<file path="config.mk">
export PLATFORM = sky130hd
export DESIGN_NAME = pft_cordic_cell
export DESIGN_NICKNAME = d
export VERILOG_FILES = /design/src/sv/pft_pkg.sv /design/src/sv/pft_cordic_cell.sv
export SDC_FILE = /design/constraint.sdc
export NUM_CORES = 1
export LEC_CHECK = 0
export BUFFER_PORTS_ARGS = -buffer_cell sky130_fd_sc_hd__buf_2
export CORE_ASPECT_RATIO = 1.2
export CORE_UTILIZATION = 25
export DETAILED_ROUTE_END_ITERATION = 16
export REMOVE_ABC_BUFFERS = 1
export SLEW_MARGIN = 0
export SYNTH_ARGS = -nofsm -noshare
export SYNTH_HDL_FRONTEND = slang
export SYNTH_SLANG_ARGS = --single-unit
</file>
<file path="constraint.sdc">
create_clock -name clk -period 7.74 [get_ports clk]
set_clock_uncertainty 0.15 [all_clocks]
set_input_delay 0.387 -clock clk [delete_from_list [all_inputs] [get_ports clk]]
set_output_delay 0.387 -clock clk [all_outputs]
set_load 0.1 [all_outputs]
</file>
<file path="src/sv/pft_pkg.sv">
`timescale 1ns / 1ps
`default_nettype none
package pft_pkg;

  localparam int XY_W = 33;
  localparam int Z_W  = 34;
  localparam int MAX_STAGES = 24;

  localparam logic signed [XY_W-1:0] CORDIC_K = 33'sd652032874;

  localparam logic FUNC_TO_ABS = 1'b0;
  localparam logic FUNC_TO_REL = 1'b1;

  typedef enum logic [1:0] {
    QUAD_0,
    QUAD_90,
    QUAD_180,
    QUAD_270
  } quad_t;

  // atan(2^-i) as a 32-bit binary angle
  function automatic logic [31:0] stage_angle(input int unsigned idx);
    logic [31:0] a;
    case (idx)
      0:  a = 32'd536870912;
      1:  a = 32'd316933406;
      2:  a = 32'd167458907;
      3:  a = 32'd85004756;
      4:  a = 32'd42667331;
      5:  a = 32'd21354465;
      6:  a = 32'd10680862;
      7:  a = 32'd5340245;
      8:  a = 32'd2670163;
      9:  a = 32'd1335087;
      10: a = 32'd667544;
      11: a = 32'd333772;
      12: a = 32'd166886;
      13: a = 32'd83443;
      14: a = 32'd41722;
      15: a = 32'd20861;
      16: a = 32'd10430;
      17: a = 32'd5215;
      18: a = 32'd2608;
      19: a = 32'd1304;
      20: a = 32'd652;
      21: a = 32'd326;
      22: a = 32'd163;
      23: a = 32'd81;
      default: a = '0;
    endcase
    return a;
  endfunction

endpackage
`default_nettype wire

</file>
<file path="src/sv/pft_cordic_cell.sv">
`timescale 1ns / 1ps
`default_nettype none
module pft_cordic_cell #(
  parameter int STAGE = 0,
  parameter int PW    = 1
) (
  input  wire logic                              clk,
  input  wire logic                              en,
  input  wire logic signed [pft_pkg::XY_W-1:0]   x_i,
  input  wire logic signed [pft_pkg::XY_W-1:0]   y_i,
  input  wire logic signed [pft_pkg::Z_W-1:0]    z_i,
  input  wire logic        [PW-1:0]              d_i,
  output logic signed      [pft_pkg::XY_W-1:0]   x_o,
  output logic signed      [pft_pkg::XY_W-1:0]   y_o,
  output logic signed      [pft_pkg::Z_W-1:0]    z_o,
  output logic             [PW-1:0]              d_o
);

  localparam logic signed [pft_pkg::Z_W-1:0] ANG =
    $signed({{(pft_pkg::Z_W-32){1'b0}}, pft_pkg::stage_angle(STAGE)});

  logic signed [pft_pkg::XY_W-1:0] dx, dy;
  logic signed [pft_pkg::XY_W-1:0] x_nxt, y_nxt, x_r, y_r;
  logic signed [pft_pkg::Z_W-1:0]  z_nxt, z_r;
  logic        [PW-1:0]            d_r;

  always_comb begin
    dx = y_i >>> STAGE;
    dy = x_i >>> STAGE;
    if (!z_i[pft_pkg::Z_W-1]) begin
      x_nxt = x_i - dx;
      y_nxt = y_i + dy;
      z_nxt = z_i - ANG;
    end else begin
      x_nxt = x_i + dx;
      y_nxt = y_i - dy;
      z_nxt = z_i + ANG;
    end
  end

  always_ff @(posedge clk) begin
    if (en) begin
      x_r <= x_nxt;
      y_r <= y_nxt;
      z_r <= z_nxt;
      d_r <= d_i;
    end
  end

  assign x_o = x_r;
  assign y_o = y_r;
  assign z_o = z_r;
  assign d_o = d_r;

endmodule
`default_nettype wire

</file>
### Word level (Yosys, flattened, before mapping)

Index checks and enable logic that the tools add are counted.

| storage, ports and cells | value |
|---|---|
| flip-flop bits (word level) | 101 |
| bits of input ports | 103 |
| output and inout port bits | 101 |
| logic and storage cells | 12 |

| cells by class | value |
|---|---|
| mux-type cells | 3 |
| add/subtract/negate cells | 5 |

Operators by type and width:

| operator | count |
|---|---|
| 33-bit 2-to-1 mux | 2 |
| 33-bit subtractor | 2 |
| 34-bit by 31-bit adder with 34-bit output, second input constant | 1 |
| 34-bit 2-to-1 mux | 1 |
| 34-bit by 31-bit subtractor with 34-bit output, second input constant | 1 |
| 33-bit adder | 1 |

### Logic depth before layout (Yosys ltp)

| logic depth | value |
|---|---|
| depth in word-level cells | 2 |
| depth in mapped cells | 13 |
| depth with buffers taken out | 12 |

### Worst setup path before layout

OpenSTA, ideal clock, no wires.

| timing | value |
|---|---|
| path type | input to register |
| start point | input x_i[0] (netlist bit) |
| end point | register y_r, in the netlist y_o[32] (data pin) |
| arrival | 2.569 ns |
| path buffers | 0 |
| stages on the path | 11 |
| path slack | 4.757 ns |
| library setup time | 0.264 ns |
| data required time | 7.326 ns |
| cell sequence | ha_1 fa_1 nor2b_1 o21ai_0 a211oi_2 o2111ai_1 a31oi_2 a211oi_2 o21a_1 o221ai_1 xnor2_1 |

| on the way | value |
|---|---|
| word-level cells in the longest chain between the ends | 2 |
| elaborated cells between the ends (all ways) | 3 |
| classes of those cells | add/sub (2); mux (1) |

RTL lines:

| what | RTL line | RTL |
|---|---|---|
| start, declared | pft_cordic_cell.sv:9 | `input wire logic signed [pft_pkg::XY_W-1:0] x_i,` |
| 33-bit adder or 33-bit subtractor (tied branches) | pft_cordic_cell.sv:32, pft_cordic_cell.sv:36 |  |
| 33-bit 2-to-1 mux (*) | pft_cordic_cell.sv:30 | `if (!z_i[pft_pkg::Z_W-1]) begin` |
| via y_nxt, one bit | pft_cordic_cell.sv:23 | `logic signed [pft_pkg::XY_W-1:0] x_nxt, y_nxt, x_r, y_r;` |
| end signal, assigned | pft_cordic_cell.sv:44 | `y_r <= y_nxt;` |
| end, declared | pft_cordic_cell.sv:23 |  |

Mark *: on every way through the listed nets, which the timed path passes. The rest lies on a longest branch.
A chain may end at the register's enable or synchronous reset.

### Worst setup path in the final report

Same ends and word-level chain as after synthesis.

==> metrics.txt <==
# TYPE chip_impl_metric gauge
chip_impl_metric{name="sum_of_net_half_perimeters_after_detailed_placement",unit="mm"} 22.8
chip_impl_metric{name="die_area",unit="um^2"} 36100
chip_impl_info{name="yosys.area.top_type",value="edfxtp_1"} 1
chip_impl_metric{name="cts_setup_buffers",unit=""} 0
chip_impl_metric{name="drv.max_cap_violation_count",unit=""} 0
chip_impl_metric{name="synth.avg_cell_area",unit="um^2"} 9.14
chip_impl_metric{name="vias_in_the_first_global_route",unit=""} 7768
chip_impl_info{name="main_combinational_cell_family_by_area_after_synthesis",value="compound AO/OA/AOI/OAI gates"} 1
chip_impl_metric{name="total_negative_slack",unit="ps"} 0
chip_impl_metric{name="grt_max_degree",unit=""} 75
chip_impl_metric{name="post_synth_xor_area_fraction",unit="%"} 6.24
chip_impl_metric{name="synthDistinctLibCells",unit=""} 76
chip_impl_info{name="start_kind",value="input pin"} 1
chip_impl_metric{name="groute.usage.overall",unit="%"} 15.7
chip_impl_metric{name="clk_transition_reported_paths",unit="ps"} 80
chip_impl_metric{name="globalRoute.totalOverflow",unit=""} 0
chip_impl_metric{name="cts_resized",unit=""} 0
chip_impl_metric{name="tightest_slew",unit="ps"} 975
chip_impl_metric{name="period_minus_slack",unit="ps"} 3560
chip_impl_metric{name="nNetsFinal",unit=""} 1357
chip_impl_metric{name="power.density",unit="nW/um^2"} 225
chip_impl_info{name="cts_root_buffer",value="clkbuf_16"} 1
chip_impl_metric{name="finalCoreUtilization",unit="%"} 30.3
chip_impl_metric{name="fp.dieW",unit="um"} 174
chip_impl_metric{name="data_arrival_critical_path",unit="ps"} 3530
chip_impl_metric{name="synth_compound_gate_area_share",unit="%"} 23.5
chip_impl_metric{name="hold_violation_count_in_the_final_report",unit=""} 0
chip_impl_info{name="end_kind",value="flip-flop"} 1
chip_impl_metric{name="drt_first_iter_violations",unit=""} 426
chip_impl_metric{name="synth_sequential_area_ratio",unit="%"} 34.0
chip_impl_metric{name="die_y",unit="um"} 208
chip_impl_metric{name="antenna_found_initial",unit=""} 4
chip_impl_metric{name="via_per_instance_ratio",unit=""} 4.91
chip_impl_metric{name="placement_rows",unit=""} 75
chip_impl_metric{name="hold-worst-slack",unit="ps"} 38.1
chip_impl_metric{name="report.final.slew_viol_count",unit=""} 0
chip_impl_metric{name="yosys.area_share.adder",unit="%"} 16.0
chip_impl_metric{name="worst_slack",unit="ps"} 4180
chip_impl_metric{name="synth.ff_latch_count",unit=""} 100
chip_impl_metric{name="finalSetupViolCount",unit=""} 0
chip_impl_metric{name="vdd_drop_max",unit="mV"} 0.0960
chip_impl_metric{name="grt_first_pass_wirelength",unit="mm"} 43.6
chip_impl_metric{name="initial_core_utilization",unit="%"} 25.3
chip_impl_metric{name="route.vias.total",unit=""} 7915
chip_impl_metric{name="io_buffers",unit=""} 203
chip_impl_metric{name="routed_wire_length_per_instance",unit="um"} 17.8
chip_impl_metric{name="maxSlewHeadroom",unit="%"} 34.6
chip_impl_metric{name="timing.fmax",unit="MHz"} 281
chip_impl_metric{name="synthDominantCellAreaShare",unit="%"} 34.0
chip_impl_info{name="hp-class",value="input pin to flip-flop"} 1
chip_impl_info{name="synth_top_cells_by_area",value="edfxtp_1, ha_1, a21oi_1"} 1
chip_impl_info{name="postSynth.topFlopCell",value="edfxtp_1"} 1
chip_impl_info{name="outcome",value="completed"} 1
chip_impl_metric{name="cts_buffer_depth",unit=""} 2
chip_impl_info{name="synth_commonest_cells",value="ha_1, a21oi_1, edfxtp_1, inv_1, nor2_1"} 1
chip_impl_metric{name="cts.sink_count",unit=""} 100
chip_impl_metric{name="io_pins",unit=""} 204
chip_impl_metric{name="netlist_instances",unit=""} 967
chip_impl_metric{name="cts_inserted_buffers",unit=""} 9
chip_impl_metric{name="synth.cell_area",unit="um^2"} 8840
chip_impl_metric{name="hold_buffers",unit=""} 0
chip_impl_metric{name="yosys.area_share.simple",unit="%"} 11.5
chip_impl_info{name="synthMostInstantiatedCell",value="ha_1"} 1
chip_impl_info{name="setup_repair_after_global_routing_missed_its_margin",value="false"} 1
chip_impl_metric{name="synth-edff-count",unit=""} 100
chip_impl_metric{name="worst_ep_required_time",unit="ps"} 7710
chip_impl_info{name="tritoncts",value="built"} 1
chip_impl_metric{name="drc",unit=""} 0
chip_impl_metric{name="timing.final.crit_share",unit="%"} 46.0
chip_impl_metric{name="worst-path-max-fanout",unit=""} 5
chip_impl_metric{name="synth_warnings",unit=""} 0
chip_impl_metric{name="share_of_synthesized_flip_flops_with_an_asynchronous_set_or_reset",unit="%"} 0
chip_impl_metric{name="dpl_worst_slack",unit="ps"} 3830
chip_impl_info{name="worst-setup-path-type",value="input pin to flip-flop"} 1
chip_impl_metric{name="wl",unit="mm"} 28.7
chip_impl_metric{name="placeableCoreArea",unit="um^2"} 34900
chip_impl_metric{name="syn_to_final_growth",unit="%"} 19.7
chip_impl_metric{name="detailedRoute.firstPassIterationCount",unit=""} 6
chip_impl_metric{name="leakage",unit="nW"} 4.65
chip_impl_metric{name="drive_above_1_share",unit="%"} 21.6
chip_impl_metric{name="synthMuxAreaShare",unit="%"} 2.39
chip_impl_metric{name="routed_antenna_nets",unit=""} 0
chip_impl_metric{name="routabilityCongestion",unit=""} 0.918
chip_impl_metric{name="clock_tree.htree_level_count",unit=""} 3
worst max-delay path, cell delays in order:
cell       delay [ps]
buf_2             110
ha_1              220
fa_1              430
nor2b_1           170
o21ai_0           390
a211oi_2          190
o2111ai_1         430
a31oi_2           280
a211oi_2          400
o21a_1            180
o221ai_1          160
xnor2_1           180
cell families (layout without fill, tap and decap cells):
group	Yosys count	after routing
AO/OA/AOI/OAI	314	314
AND/OR/NAND/NOR	214	214
buffers and inverters	144	325
adder cells (fa/ha/maj)	111	111
flip-flops	100	100
XOR/XNOR	63	63
multiplexers	21	21
other	0	1
area by class of cell:
class	instances	area, um^2
Clock inverter	7	73.8
Antenna cell	1	2.50
Tap cell	462	578
Clock buffer	9	225
Sequential cell	100	3000
Timing Repair Buffer	206	1040
Multi-Input combinational cell	723	5270
Fill cell	3730	24300
Inverter	103	387
layout by cell type (no fill, tap or decap), drive strengths merged, types with 4 or more instances in the layout:
master,n
nand4,6
a21o,19
nor2,85
or2,6
nand3,13
edfxtp,100
ha,107
o221ai,6
nor3,14
or3,5
xnor2,56
fa,4
xor2,7
o211ai,10
nand2,44
a21boi,6
a21oi,103
o31ai,12
a211oi,12
and3,4
o21bai,20
inv,102
nand2b,12
o21a,10
clkbuf,9
clkinv,7
a31oi,8
mux2i,20
nor4,7
nor2b,8
o21ai,61
buf,206
a221oi,10
sequential cells by signal, summed over array words and instances (netlist names):
register,cells
x_o,33
z_o,34
y_o,32
d_o,1
power breakdown:
group / total [W] / internal [W] / switching, W
sequential: 0.000721 / 0.000698 / 0.0000229
clock: 0.000480 / 0.000254 / 0.000226
combinational: 0.00118 / 0.000252 / 0.000927
through the flow:
stage,cell area [um^2],instances,power (W)
floorplan,8660,926,0.00165
global placement,10300,1594,0.00191
detailed placement,10300,1594,0.00191
CTS,10600,1610,0.00240
global route,10600,1611,0.00248
finish,10600,1611,0.00238
worst paths after layout:
kind | depth (start not counted) | slack, ps | from | endpoint
setup / recovery | 12 | 4180 | x_i[0] | y_o[32]$_DFFE_PP_
hold / removal | 1 | 40 | z_i[4] | z_o[4]$_DFFE_PP_
per-layer routing:
metal / up-vias / wire length (um) / GRT usage (%)
met3: 59 / 1450 / 3.00
met2: 270 / 13900 / 26.9
met5: - / 23 / 0
li1: 3825 / - / -
met1: 3757 / 12400 / 18.7
met4: 4 / 940 / 7.44
Power figures use the tool's default switching activity.
